[src/hdl/form_urlencoded_pair_decoder_unit_defines.svh]
// Assertion macros for the decoder modules; fupd_decode is the one that uses them.
// Each macro expects signals named clk and rst in the module that uses it.
`ifndef FORM_URLENCODED_PAIR_DECODER_UNIT_DEFINES_SVH
`define FORM_URLENCODED_PAIR_DECODER_UNIT_DEFINES_SVH

`ifndef NO_ASSERTIONS

`define FUPD_ASSERT_IMP(lbl, ante, cons) \
  lbl: assert property (@(posedge clk) disable iff (rst) (ante) |-> (cons)) \
    else $error("fupd: same-cycle check failed");

`define FUPD_ASSERT_NXT(lbl, ante, cons) \
  lbl: assert property (@(posedge clk) disable iff (rst) (ante) |=> (cons)) \
    else $error("fupd: next-cycle check failed");

`else

`define FUPD_ASSERT_IMP(lbl, ante, cons)

`define FUPD_ASSERT_NXT(lbl, ante, cons)

`endif

`endif

[src/hdl/fupd_pkg.sv]
package fupd_pkg;

  localparam logic [7:0] AMP_CHAR = 8'h26;
  localparam logic [7:0] EQ_CHAR  = 8'h3D;
  localparam logic [7:0] PCT_CHAR = 8'h25;

  typedef enum logic [1:0] {
    PH_IDLE  = 2'd0,
    PH_NAME  = 2'd1,
    PH_VALUE = 2'd2
  } phase_t;

  typedef enum logic [1:0] {
    ESC_NONE = 2'd0,
    ESC_HIGH = 2'd1,
    ESC_LOW  = 2'd2
  } esc_t;

  typedef struct packed {
    logic       ok;
    logic [3:0] val;
  } hex_t;

  typedef struct packed {
    logic [7:0] data;
    logic       dvalid;
    logic       value_part;
    logic       name_done;
    logic       pair_done;
    logic       missing_equals;
    logic       escape_error;
  } res_t;

  function automatic hex_t hex_decode(input logic [7:0] c);
    hex_t h;
    h.ok  = 1'b1;
    h.val = 4'd0;
    case (c) inside
      [8'h30:8'h39]:                h.val = c[3:0];
      [8'h41:8'h46], [8'h61:8'h66]: h.val = c[3:0] + 4'd9;
      default:                      h.ok  = 1'b0;
    endcase
    return h;
  endfunction

endpackage

[src/hdl/form_urlencoded_pair_decoder_unit.sv]
// Form-urlencoded pair decoder.
// Input channel: one raw byte per request (in_byte, with in_last on the final
// byte of a string), taken on in_valid and in_ready.
// Result channel: at most one result per input byte, offered on result_valid
// and taken on result_ready. A result carries a decoded byte (out_byte with
// out_valid, tagged by in_value_part) and the marks name_done, pair_done,
// missing_equals and escape_error. Bytes that only advance the state, such
// as a percent sign or the first hex digit, give no result.
// A result passes from the input register through the decode logic into the
// result register, which offers it.
// Throughput: one byte per cycle while result_ready stays high.
// When the receiver stalls, the result register holds its request and one
// more byte waits in the input register; in_ready then drops.
// Reset empties both registers and returns the decoder to the state between
// pairs; the byte after a final byte likewise starts a fresh string.
module form_urlencoded_pair_decoder_unit (
  input  logic       clk,
  input  logic       rst,
  input  logic       in_valid,
  output logic       in_ready,
  input  logic [7:0] in_byte,
  input  logic       in_last,
  output logic       result_valid,
  input  logic       result_ready,
  output logic [7:0] out_byte,
  output logic       out_valid,
  output logic       in_value_part,
  output logic       name_done,
  output logic       pair_done,
  output logic       missing_equals,
  output logic       escape_error
);

  logic           held;
  logic [7:0]     raw;
  logic           last;
  logic           free;
  logic           fire;
  logic           has_res;
  fupd_pkg::res_t res;
  fupd_pkg::res_t held_res;

  assign fire = held && free;

  fupd_in_stage u_in (
    .clk      (clk),
    .rst      (rst),
    .in_valid (in_valid),
    .in_ready (in_ready),
    .in_byte  (in_byte),
    .in_last  (in_last),
    .take     (fire),
    .held     (held),
    .raw      (raw),
    .last     (last)
  );

  fupd_decode u_decode (
    .clk     (clk),
    .rst     (rst),
    .fire    (fire),
    .raw     (raw),
    .last    (last),
    .res     (res),
    .has_res (has_res)
  );

  fupd_out_stage u_out (
    .clk          (clk),
    .rst          (rst),
    .load         (fire),
    .has_res      (has_res),
    .res          (res),
    .free         (free),
    .result_valid (result_valid),
    .result_ready (result_ready),
    .held_res     (held_res)
  );

  assign out_byte       = held_res.data;
  assign out_valid      = held_res.dvalid;
  assign in_value_part  = held_res.value_part;
  assign name_done      = held_res.name_done;
  assign pair_done      = held_res.pair_done;
  assign missing_equals = held_res.missing_equals;
  assign escape_error   = held_res.escape_error;

endmodule

[src/hdl/fupd_in_stage.sv]
module fupd_in_stage (
  input  logic       clk,
  input  logic       rst,
  input  logic       in_valid,
  output logic       in_ready,
  input  logic [7:0] in_byte,
  input  logic       in_last,
  input  logic       take,
  output logic       held,
  output logic [7:0] raw,
  output logic       last
);

  logic       held_next;

  // The register refills in the same cycle that its request is taken.
  assign in_ready  = !held || take;
  assign held_next = (in_valid && in_ready) || (held && !take);

  always_ff @(posedge clk) begin
    if (rst) begin
      held <= 1'b0;
    end else begin
      held <= held_next;
    end
  end

  always_ff @(posedge clk) begin
    if (in_valid && in_ready) begin
      raw  <= in_byte;
      last <= in_last;
    end
  end

endmodule

[src/hdl/fupd_decode.sv]
`include "form_urlencoded_pair_decoder_unit_defines.svh"

module fupd_decode (
  input  logic              clk,
  input  logic              rst,
  input  logic              fire,
  input  logic [7:0]        raw,
  input  logic              last,
  output fupd_pkg::res_t    res,
  output logic              has_res
);

  fupd_pkg::phase_t phase, phase_next;
  fupd_pkg::esc_t   esc, esc_next;
  logic [3:0]       high_nibble, high_nibble_next;
  fupd_pkg::hex_t   hex;
  logic             closing;

  assign hex = fupd_pkg::hex_decode(raw);

  always_comb begin
    phase_next       = phase;
    esc_next         = esc;
    high_nibble_next = high_nibble;
    res              = '0;
    closing          = 1'b0;

    if (esc != fupd_pkg::ESC_NONE) begin
      if (raw == fupd_pkg::AMP_CHAR) begin
        closing = 1'b1;
      end else if (!hex.ok) begin
        res.escape_error = 1'b1;
        esc_next         = fupd_pkg::ESC_NONE;
        high_nibble_next = 4'd0;
      end else if (esc == fupd_pkg::ESC_HIGH) begin
        high_nibble_next = hex.val;
        esc_next         = fupd_pkg::ESC_LOW;
      end else begin
        res.data         = {high_nibble, hex.val};
        res.dvalid       = 1'b1;
        res.value_part   = (phase == fupd_pkg::PH_VALUE);
        esc_next         = fupd_pkg::ESC_NONE;
        high_nibble_next = 4'd0;
      end
    end else if (raw == fupd_pkg::AMP_CHAR) begin
      // An ampersand between pairs is an empty pair and is dropped.
      closing = (phase != fupd_pkg::PH_IDLE);
    end else if (raw == fupd_pkg::EQ_CHAR && phase != fupd_pkg::PH_VALUE) begin
      res.name_done = 1'b1;
      phase_next    = fupd_pkg::PH_VALUE;
    end else if (raw == fupd_pkg::PCT_CHAR) begin
      if (phase == fupd_pkg::PH_IDLE) begin
        phase_next = fupd_pkg::PH_NAME;
      end
      esc_next = fupd_pkg::ESC_HIGH;
    end else begin
      if (phase == fupd_pkg::PH_IDLE) begin
        phase_next = fupd_pkg::PH_NAME;
      end
      res.data       = raw;
      res.dvalid     = 1'b1;
      res.value_part = (phase == fupd_pkg::PH_VALUE);
    end

    if (last && phase_next != fupd_pkg::PH_IDLE) begin
      closing = 1'b1;
    end

    // Closing a pair with an escape still open is an error too.
    if (closing) begin
      res.escape_error   = res.escape_error || (esc_next != fupd_pkg::ESC_NONE);
      res.pair_done      = 1'b1;
      res.missing_equals = (phase_next == fupd_pkg::PH_NAME);
      phase_next         = fupd_pkg::PH_IDLE;
      esc_next           = fupd_pkg::ESC_NONE;
      high_nibble_next   = 4'd0;
    end

    has_res = res.dvalid || res.name_done || res.pair_done || res.escape_error;
  end

  always_ff @(posedge clk) begin
    if (rst) begin
      phase       <= fupd_pkg::PH_IDLE;
      esc         <= fupd_pkg::ESC_NONE;
      high_nibble <= 4'd0;
    end else if (fire) begin
      phase       <= phase_next;
      esc         <= esc_next;
      high_nibble <= high_nibble_next;
    end
  end

  `FUPD_ASSERT_IMP(a_esc_in_pair, esc != fupd_pkg::ESC_NONE, phase != fupd_pkg::PH_IDLE)
  `FUPD_ASSERT_IMP(a_nibble_only_low, esc != fupd_pkg::ESC_LOW, high_nibble == 4'd0)
  `FUPD_ASSERT_IMP(a_me_with_pd, fire && res.missing_equals, res.pair_done)
  `FUPD_ASSERT_NXT(a_close_resets, fire && (res.pair_done || last),
                   phase == fupd_pkg::PH_IDLE && esc == fupd_pkg::ESC_NONE)

endmodule

[src/hdl/fupd_out_stage.sv]
module fupd_out_stage (
  input  logic           clk,
  input  logic           rst,
  input  logic           load,
  input  logic           has_res,
  input  fupd_pkg::res_t res,
  output logic           free,
  output logic           result_valid,
  input  logic           result_ready,
  output fupd_pkg::res_t held_res
);

  logic result_valid_next;

  assign free = !result_valid || result_ready;

  always_comb begin
    if (load) begin
      result_valid_next = has_res;
    end else if (result_ready) begin
      result_valid_next = 1'b0;
    end else begin
      result_valid_next = result_valid;
    end
  end

  always_ff @(posedge clk) begin
    if (rst) begin
      result_valid <= 1'b0;
    end else begin
      result_valid <= result_valid_next;
    end
  end

  always_ff @(posedge clk) begin
    if (load && has_res) begin
      held_res <= res;
    end
  end

endmodule

[config.mk]
export PLATFORM = sky130hd
export DESIGN_NAME = form_urlencoded_pair_decoder_unit
export DESIGN_NICKNAME = d
export VERILOG_FILES = /design/src/hdl/fupd_pkg.sv /design/src/hdl/form_urlencoded_pair_decoder_unit.sv /design/src/hdl/fupd_in_stage.sv /design/src/hdl/fupd_decode.sv /design/src/hdl/fupd_out_stage.sv
export VERILOG_INCLUDE_DIRS = /design/src /design/src/hdl
export SDC_FILE = /design/constraint.sdc
export NUM_CORES = 1
export LEC_CHECK = 0
export BUFFER_PORTS_ARGS = -buffer_cell sky130_fd_sc_hd__buf_2
export CORE_MARGIN = 2
export CORE_UTILIZATION = 25
export DETAILED_ROUTE_END_ITERATION = 16
export PLACE_DENSITY = 0.43
export SYNTH_ARGS = -nofsm -noshare
export SYNTH_HDL_FRONTEND = slang
export SYNTH_HIERARCHICAL = 1
export SYNTH_SLANG_ARGS = --single-unit
export TNS_END_PERCENT = 1
[constraint.sdc]
create_clock -name clk -period 4.3 [get_ports clk]
set_clock_uncertainty 0.05 [all_clocks]
set_input_delay 0 -clock clk [delete_from_list [all_inputs] [get_ports clk]]
set_output_delay 0 -clock clk [all_outputs]
set_load 0.1 [all_outputs]
==> impl_metrics.env, run 1 <==
export IMPL_drive_gt1_share_pct=23.96
export IMPL_io_buffers=28
export IMPL_cp_end_kind="flip-flop"
export IMPL_hold_depth=2
export IMPL_r2r_cells=8
export IMPL_worstSetupStartpointType="flip-flop"
export IMPL_ant_nets=0
export IMPL_gp_congestion=0.8379
export IMPL_synth_top_area_share_pct=40.80
export IMPL_dp_hpwl_um=2702
export IMPL_drc=0
export IMPL_slowest_delay_ns=0.57
export IMPL_max_freq_ghz=0.3075
export IMPL_async_flop_share_pct=0
export IMPL_p_leak_nw=0.7767
export IMPL_cts_sinks=33
export IMPL_slew_viol_final=0
export IMPL_cts_root_buffer="clkbuf_8"
export IMPL_cts_resized=0
export IMPL_arrival_ns=3.12
export IMPL_netlist_top_cells_area="edfxtp_1 41%, dfxtp_1 12%, ha_1 3.0%, o2bb2ai_1 2.6%, o21ai_0 2.4%"
export IMPL_start_util_pct=26.21
export IMPL_wirelength_um=3783
export IMPL_clkLatencyLatePin_ns=0.28
export IMPL_hold_end="u_in/last"
export IMPL_synth_fp_nets=166
export IMPL_postSynthCellCount=149
export IMPL_gr_total_overflow=0
export IMPL_slowest_stage="and2_1"
export IMPL_post_cts_buffers=0
export IMPL_firstDrtPassIters=4
export IMPL_peakVddDrop_v=0.0001355
export IMPL_maxCapViolCount=0
export IMPL_fin_setup_tns_ns=0
export IMPL_avgSynthCellArea_um2=11.36
export IMPL_setup_violations=0
export IMPL_r2r_end="u_out/held_res[6]"
export IMPL_synth_edf_count=23
export IMPL_cp_max_fo=14
export IMPL_drt_wirelength_per_cell_um=14.06
export IMPL_synthesis_area_um2=1693
export IMPL_grt_usage_pct=10.76
export IMPL_final_area_um2=2133
export IMPL_path_cells="inv_1, ha_1, or3b_1, nor2_2, mux2i_1, nor3_1, o21ai_0, and2_1"
export IMPL_synthFlopType="edfxtp_1"
export IMPL_tritoncts="done"
export IMPL_worstReg2RegStart="u_in/raw[0]"
export IMPL_vias_per_cell=4.996
export IMPL_grt_max_degree=15
export IMPL_core_um2=6459
export IMPL_cts_buffers=5
export IMPL_antenna_found_initial=0
export IMPL_hold_viol=0
export IMPL_p_total_mw=0.7611
export IMPL_relSlewSlack_pct=53.62
export IMPL_first_iter_violations=74
export IMPL_min_path_type="input port to flip-flop"
export IMPL_post_dp_cell_area_um2=1892
export IMPL_num_rows=29
export IMPL_insertedDiodeCount=0
export IMPL_critPathRequiredTime_ns=4.17
export IMPL_rsz0062_at_grt="no"
export IMPL_ys_seq_area_share_pct=52.62
export IMPL_critical_path_class="flip-flop to flip-flop"
export IMPL_whs_ns=0.3676
export IMPL_ys_ff_latch=33
export IMPL_grt_pass1_wl_um=6244
export IMPL_grt_pass1_vias=1317
export IMPL_die_w_um=86.29
export IMPL_ff2ff_setup_slack_ns=1.05
export IMPL_vias=1344
export IMPL_outcome="complete, no violations"
export IMPL_hold_start="in_last"
export IMPL_cts_path_max_buffers=2
export IMPL_dieArea_um2=7446
export IMPL_fp_dieH_um=86.29
export IMPL_powerDensity_nw_per_um2=356.8
export IMPL_synth_largest_area_cell="edfxtp_1"
export IMPL_io_pins=29
export IMPL_finalCritPeriodShare_pct=75.62
export IMPL_fin_nets=208
export IMPL_htree_levels=2
export IMPL_ys_types=49
export IMPL_finalWorstPathRequiredPeriod_ns=3.252
export IMPL_yosys_warnings=6
export IMPL_worstMarginPinSlew_ns=0.6926
export IMPL_clkTransAtPathRegs_ns=0.07
export IMPL_area_delta_synth_final_pct=26.02
## critical path, delay by kind of cell (launching register included)
| family | cells | cell delay, ns |
|---|---|---|
| AND/OR/NAND/NOR | 4 | 1.29 |
| adder cells (fa/ha/maj) | 1 | 0.27 |
| AO/OA/AOI/OAI | 1 | 0.12 |
| buffers and inverters | 1 | 0.19 |
| multiplexers | 1 | 0.54 |
| flip-flops | 1 | 0.43 |
## report_power, final
group          leakage (nW)  internal (mW)  switching (mW)
Sequential            0.298          0.358          0.0129
Combinational         0.424         0.0371          0.0969
Clock                0.0542          0.145           0.112
Total                 0.777          0.540           0.222
## stage by stage
| step | cells | setup WS, ns | util, % |
|---|---|---|---|
| after floorplan | 149 | 1.503 | - |
| after detailed placement | 247 | 1.069 | 29.29 |
| final | 269 | 1.048 | 33.03 |
| after global routing | 269 | 0.8310 | 33.03 |
| after CTS | 269 | 1.056 | 33.03 |
| after global placement | 247 | 1.183 | 29.29 |
## Yosys cell counts, types with 5 or more instances
master and count:
o2bb2ai_1 5, inv_1 6, nor2_1 7, nor3_1 5, edfxtp_1 23, dfxtp_1 10, a21oi_1 6, clkbuf_1 5
nand2_1 10, o21ai_0 8
## metal layers
metal / wire [um] / vias up / GRT usage, %
met3: 268 / 9 / 3.524
met2: 1788 / 53 / 17.41
met4: 106 / 0 / 5.114
met1: 1620 / 628 / 12.95
met5: 0 / - / 0
li1: - / 654 / -
## repair_timing
action	in CTS	in global routing
hold buffers	14	0
hold endpoints to repair	15	0
setup endpoints to repair	0	0
## area by class of cell
type                    instances  area, um^2
flip-flops and latches         33       890.9
inverters                       6       22.52
repair buffers                 42       280.3
fillers                       666        4325
clock buffers                   7       96.34
multi-input cells             103       742.0
clock inverters                 1       5.005
well taps                      77       96.34
## logic make-up (layout without fill, tap and decap cells)
family / count (synthesis) / count (layout) / share of synthesized area [%]
simple gates: 51 / 51 / 18.18
fa+ha+maj: 4 / 4 / 2.957
xor+xnor: 2 / 2 / 1.035
flops: 33 / 33 / 52.62
compound gates: 44 / 44 / 20.47
mux: 2 / 2 / 1.183
buf+inv: 13 / 56 / 3.548
## state kept, by name, indices dropped and copies added, names as in the netlist
name	cells
u_decode/phase	2
u_decode/high_nibble	4
u_out/result_valid	1
u_in/last	1
u_decode/esc	2
u_in/raw	8
u_in/held	1
u_out/held_res	14
## cells in the final DEF (no fill, tap or decap), types with 3 or more instances in the layout
master and instances:
nand3_1 3, a22o_1 4, o2bb2ai_1 5, nor3_1 5
a21oi_1 6, edfxtp_1 23, dlygate4sd3_1 14, inv_1 6
buf_2 28, nor4_1 4, o21ai_0 8, nor2_1 7
dfxtp_1 10, clkbuf_8 7, nand2_1 10, ha_1 4
## worst max path at each step
stage | depth (start not counted) | from | endpoint | slack, ns
after detailed placement | 8 | u_in/raw[0] | u_out/held_res[7] | 1.07
after CTS | 8 | u_in/raw[0] | u_out/held_res[7] | 1.06
after floorplan | 8 | u_in/raw[0] | u_out/held_res[0] | 1.50
after global routing | 8 | u_in/raw[0] | u_out/held_res[6] | 0.83
after global placement | 8 | u_in/raw[0] | u_out/held_res[6] | 1.18
final | 8 | u_in/raw[0] | u_out/held_res[6] | 1.05
Note: power is estimated with default switching activity, not from simulation.
==> run 2, diff against run 1 <==
- clock period: 4.3 -> 3 ns (I/O delays scaled with it)
==> impl_metrics.env, run 2 (same netlist as run 1, synthesis figures left out) <==
export IMPL_grt_pass1_vias=1298
export IMPL_post_dp_cell_area_um2=1952
export IMPL_p_total_mw=1.231
export IMPL_largest_registers="u_out/held_res (14), u_in/raw (8), u_decode/high_nibble (4)"
export IMPL_clkTransAtPathRegs_ns=0.07
export IMPL_met3_usage_pct=3.619
export IMPL_powerDensity_nw_per_um2=552.0
export IMPL_io_pins=29
export IMPL_first_iter_violations=98
export IMPL_ff2ff_setup_slack_ns=0.15
export IMPL_maxCapViolCount=0
export IMPL_grt_pass1_wl_um=6520
export IMPL_core_um2=6459
export IMPL_max_freq_ghz=0.3503
export IMPL_arrival_ns=2.98
export IMPL_layout_commonest_cell="buf_2"
export IMPL_num_rows=29
export IMPL_p_leak_nw=0.8308
export IMPL_peakVddDrop_v=0.0002199
export IMPL_nFillCells=677
export IMPL_dp_hpwl_um=2810
export IMPL_critical_path_class="flip-flop to flip-flop"
export IMPL_critPathRequiredTime_ns=3.13
export IMPL_cts_path_max_buffers=2
export IMPL_antenna_found_initial=0
export IMPL_drive_gt1_share_pct=28.00
export IMPL_insertedDiodeCount=0
export IMPL_gr_total_overflow=0
export IMPL_outcome="complete, no violations"
export IMPL_start_util_pct=26.21
export IMPL_setup_violations=0
export IMPL_final_cell_mix="28 x buf_2, 23 x edfxtp_1, 14 x dlygate4sd3_1"
export IMPL_drt_wirelength_per_cell_um=14.09
export IMPL_finalCritPeriodShare_pct=95.15
export IMPL_hold_viol=0
export IMPL_final_area_um2=2230
export IMPL_wirelength_um=3902
export IMPL_grt_busiest_layer="met2"
export IMPL_area_delta_synth_final_pct=31.71
export IMPL_min_path_type="input port to flip-flop"
export IMPL_slew_viol_final=0
export IMPL_use_met1_pct=14.45
export IMPL_setup_slack_ns=0.1456
export IMPL_die_w_um=86.29
export IMPL_post_cts_buffers=0
export IMPL_vias_per_cell=4.794
export IMPL_fin_nets=216
export IMPL_tritoncts="done"
export IMPL_io_buffers=28
export IMPL_gp_congestion=0.8674
export IMPL_cp_max_fo=6
export IMPL_cts_root_buffer="clkbuf_8"
export IMPL_cts_buffers=5
export IMPL_pre_cts_ws_ns=0.01580
export IMPL_use_met2_pct=18.18
export IMPL_htree_levels=2
export IMPL_fp_dieH_um=86.29
export IMPL_drc=0
export IMPL_worstSetupStartpointType="flip-flop"
export IMPL_whs_ns=0.3587
export IMPL_largest_register="u_out/held_res"
export IMPL_cts_sinks=33
export IMPL_largest_register_ffs=14
export IMPL_finalWorstPathRequiredPeriod_ns=2.854
export IMPL_grt_usage_pct=11.52
export IMPL_grt_max_degree=15
export IMPL_dieArea_um2=7446
export IMPL_cp_end_kind="flip-flop"
export IMPL_firstDrtPassIters=4
export IMPL_clkLatencyLatePin_ns=0.29
export IMPL_relSlewSlack_pct=57.63
export IMPL_vias=1328
export IMPL_rsz0062_at_grt="no"
export IMPL_fin_setup_tns_ns=0
export IMPL_worstMarginPinSlew_ns=0.6327
export IMPL_ant_nets=0
[run 2: cell types whose count changed in the layout (fill, tap and decap cells not counted), sizes merged]
cell    before  now
buf         28   36
clkbuf       7    5
bufinv       0    2
[run 2: path summary, 6_finish.rpt]
kind / from / end / depth (start not counted)
min: in_byte[5] / u_in/raw[5] / 2
max: u_in/raw[0] / u_out/result_valid / 10
max reg2reg: u_in/raw[0] / u_out/result_valid / 10
min reg2reg: u_decode/high_nibble[0] / u_decode/high_nibble[0] / 1
[run 2: timing repair]
item | in CTS | in global routing
endpoints found under the setup margin | 0 | 16
endpoints found under the hold margin | 15 | 0
hold buffers | 14 | 0
gates resized for setup | 0 | 4
[run 2: where the power goes]
| part | total (mW) | internal, mW | switching, mW | leakage, nW |
|---|---|---|---|---|
| sequential | 0.532 | 0.512 | 0.0192 | 0.298 |
| combinational | 0.195 | 0.0554 | 0.140 | 0.464 |
| clock | 0.504 | 0.330 | 0.174 | 0.0681 |
| total | 1.23 | 0.898 | 0.333 | 0.831 |
[run 2: layer usage]
layer  part of all wire (%)  routed length (um)  up-vias
li1                       -                   -      665
met1                     46                1808      627
met2                     47                1834       28
met3                    4.3                 169        8
met4                    2.3                  89        0
met5                      0                   0        -
[run 2: through the flow]
stage,utilization (%),instances
final,34.52,277
after global routing,34.52,277
after CTS,34.46,277
after detailed placement,30.22,255
after global placement,30.22,255
after floorplan,-,149
[run 2: cell type report]
class                      instances  area [um^2]  share of cell area (%)
multi-input combinational        103        745.7                   33.45
timing repair buffer              50        340.3                   15.26
clock inverter                     3        65.06                   2.918
clock buffer                       5        68.82                   3.086
inverter                           6        22.52                   1.010
tap                               77        96.34                   4.321
sequential                        33        890.9                   39.96
[run 2: worst max-delay path, stage by stage (launching register included)]
cell           delay (ns)
edfxtp_1             0.43
inv_1                0.18
ha_2                 0.25
or3b_1               0.42
o21ai_1              0.21
a211oi_1             0.10
nor3_1               0.20
o21ai_0              0.13
nand3b_1             0.13
o31ai_2              0.07
dlygate4sd3_1        0.56
==> run 3, diff against run 2 <==
- PLACE_DENSITY: 0.43 -> 0.44
- clock period: 3 -> 2.6 ns (I/O delays scaled with it)
==> impl_metrics.env, run 3 (same netlist as run 1, synthesis figures left out) <==
export IMPL_outcome="complete, no violations"
export IMPL_nFillCells=646
export IMPL_final_cell_mix="28 x buf_2, 23 x edfxtp_1, 14 x buf_4"
export IMPL_gr_total_overflow=0
export IMPL_area_delta_synth_final_pct=31.86
export IMPL_rsz0062_at_grt="no"
export IMPL_critPathRequiredTime_ns=2.59
export IMPL_vias_per_cell=4.852
export IMPL_layout_commonest_cell="buf_2"
export IMPL_largest_register="u_out/held_res"
export IMPL_grt_max_degree=15
export IMPL_ant_nets=0
export IMPL_die_w_um=86.29
export IMPL_final_cells=283
export IMPL_r2r_cells=8
export IMPL_dp_hpwl_um=2945
export IMPL_peakVddDrop_v=0.0003543
export IMPL_gp_congestion=0.8831
export IMPL_slowest_stage="or3b_1"
export IMPL_wirelength_um=4007
export IMPL_fp_dieH_um=86.29
export IMPL_grt_pass1_vias=1392
export IMPL_path_cells="inv_1, ha_1, or3b_1, o21ai_0, a211oi_1, nor3_1, o21ai_2, and2_4"
export IMPL_hold_depth=2
export IMPL_arrival_ns=2.41
export IMPL_firstDrtPassIters=4
export IMPL_fin_setup_tns_ns=0
export IMPL_cts_root_buffer="clkbuf_8"
export IMPL_max_freq_ghz=0.4124
export IMPL_critical_path_class="flip-flop to flip-flop"
export IMPL_num_rows=29
export IMPL_io_pins=29
export IMPL_relSlewSlack_pct=62.28
export IMPL_setup_violations=0
export IMPL_p_total_mw=1.223
export IMPL_grt_pass1_wl_um=6637
export IMPL_cts_path_max_buffers=2
export IMPL_core_um2=6459
export IMPL_cp_depth=8
export IMPL_slew_viol_final=0
export IMPL_finalCritPeriodShare_pct=93.27
export IMPL_clkLatencyLatePin_ns=0.28
export IMPL_htree_levels=2
export IMPL_grt_usage_pct=11.33
export IMPL_maxCapViolCount=0
export IMPL_drt_wirelength_per_cell_um=14.16
export IMPL_fin_nets=222
export IMPL_largest_registers="u_out/held_res (14), u_in/raw (8), u_decode/high_nibble (4)"
export IMPL_worstSetupStartpointType="flip-flop"
export IMPL_powerDensity_nw_per_um2=547.9
export IMPL_placed_cells=261
export IMPL_vias=1373
export IMPL_finalWorstPathRequiredPeriod_ns=2.425
export IMPL_cts_sinks=33
export IMPL_critPathBufInv=1
export IMPL_largest_register_ffs=14
export IMPL_hold_viol=0
export IMPL_min_path_type="input port to flip-flop"
export IMPL_p_leak_nw=0.8389
export IMPL_clkTransAtPathRegs_ns=0.07
export IMPL_drc=0
export IMPL_cts_buffers=5
export IMPL_tritoncts="done"
export IMPL_drive_gt1_share_pct=31.07
export IMPL_dieArea_um2=7446
export IMPL_worstMarginPinSlew_ns=0.5633
export IMPL_slowest_delay_ns=0.41
export IMPL_cp_max_fo=7
export IMPL_antenna_found_initial=0
export IMPL_cp_top_family="simple AND/OR/NAND/NOR gates"
export IMPL_insertedDiodeCount=0
export IMPL_first_iter_violations=152
export IMPL_io_buffers=28
export IMPL_start_util_pct=26.21
export IMPL_cp_end_kind="flip-flop"
export IMPL_post_cts_buffers=0
-- run 3: cell types whose count changed in the layout (fill, tap and decap cells not counted), moves of 2 or more --
cell / previous run / this run
and2_4: 1 / 3
buf_4: 8 / 14
bufinv_16: 2 / 0
o21ai_1: 2 / 0
-- run 3: power by group --
part	internal [mW]	leakage [nW]	total (mW)	switching (mW)
clock network	0.185	0.0439	0.378	0.193
registers	0.591	0.298	0.611	0.0197
logic	0.0691	0.496	0.235	0.165
total	0.845	0.839	1.22	0.378
-- run 3: through the flow --
step	util (%)	setup WS, ns	area, um^2	hold WS, ns
3_3_place_gp	31.00	0.1552	2002	0.1269
4_1_cts	34.35	0.02690	2218	0.3606
3_5_place_dp	31.00	0.04546	2002	0.1281
5_1_grt	34.56	0.01588	2232	0.3684
2_1_floorplan	-	0.02233	1698	0.01244
6_report	34.56	0.1750	2232	0.3693
-- run 3: final timing paths --
| path | from | slack (ns) | to |
|---|---|---|---|
| worst max-delay path | u_in/raw[0] | 0.17 | u_out/held_res[4] |
| worst min-delay path | in_byte[6] | 0.37 | u_in/raw[6] |
| worst max register to register | u_in/raw[0] | 0.17 | u_out/held_res[4] |
| worst min register to register | u_out/result_valid | 0.44 | u_out/result_valid |
-- run 3: routing by layer --
layer  track usage, %  up-vias  share of wire, %
met1            14.67      649                44
met5                0        -                 0
met2            18.39       43                49
li1                 -      677                 -
met3            3.333        4               6.4
met4            3.409        0              0.95
-- run 3: layout make-up --
class,instances,area [um^2],share of cell area [%]
Clock buffer,5,68.82,3.083
Clock inverter,3,17.52,0.7848
Inverter,6,22.52,1.009
Multi-Input combinational cell,104,760.7,34.08
Sequential cell,33,890.9,39.91
Tap cell,77,96.34,4.316
Timing Repair Buffer,55,375.4,16.82
-- run 3: repair_timing --
| item | 4_1_cts | 5_1_grt |
|---|---|---|
| endpoints found under the hold margin | 15 | 0 |
| setup endpoints to repair | 0 | 14 |
| gates resized for setup | 0 | 4 |
| hold buffers | 13 | 0 |
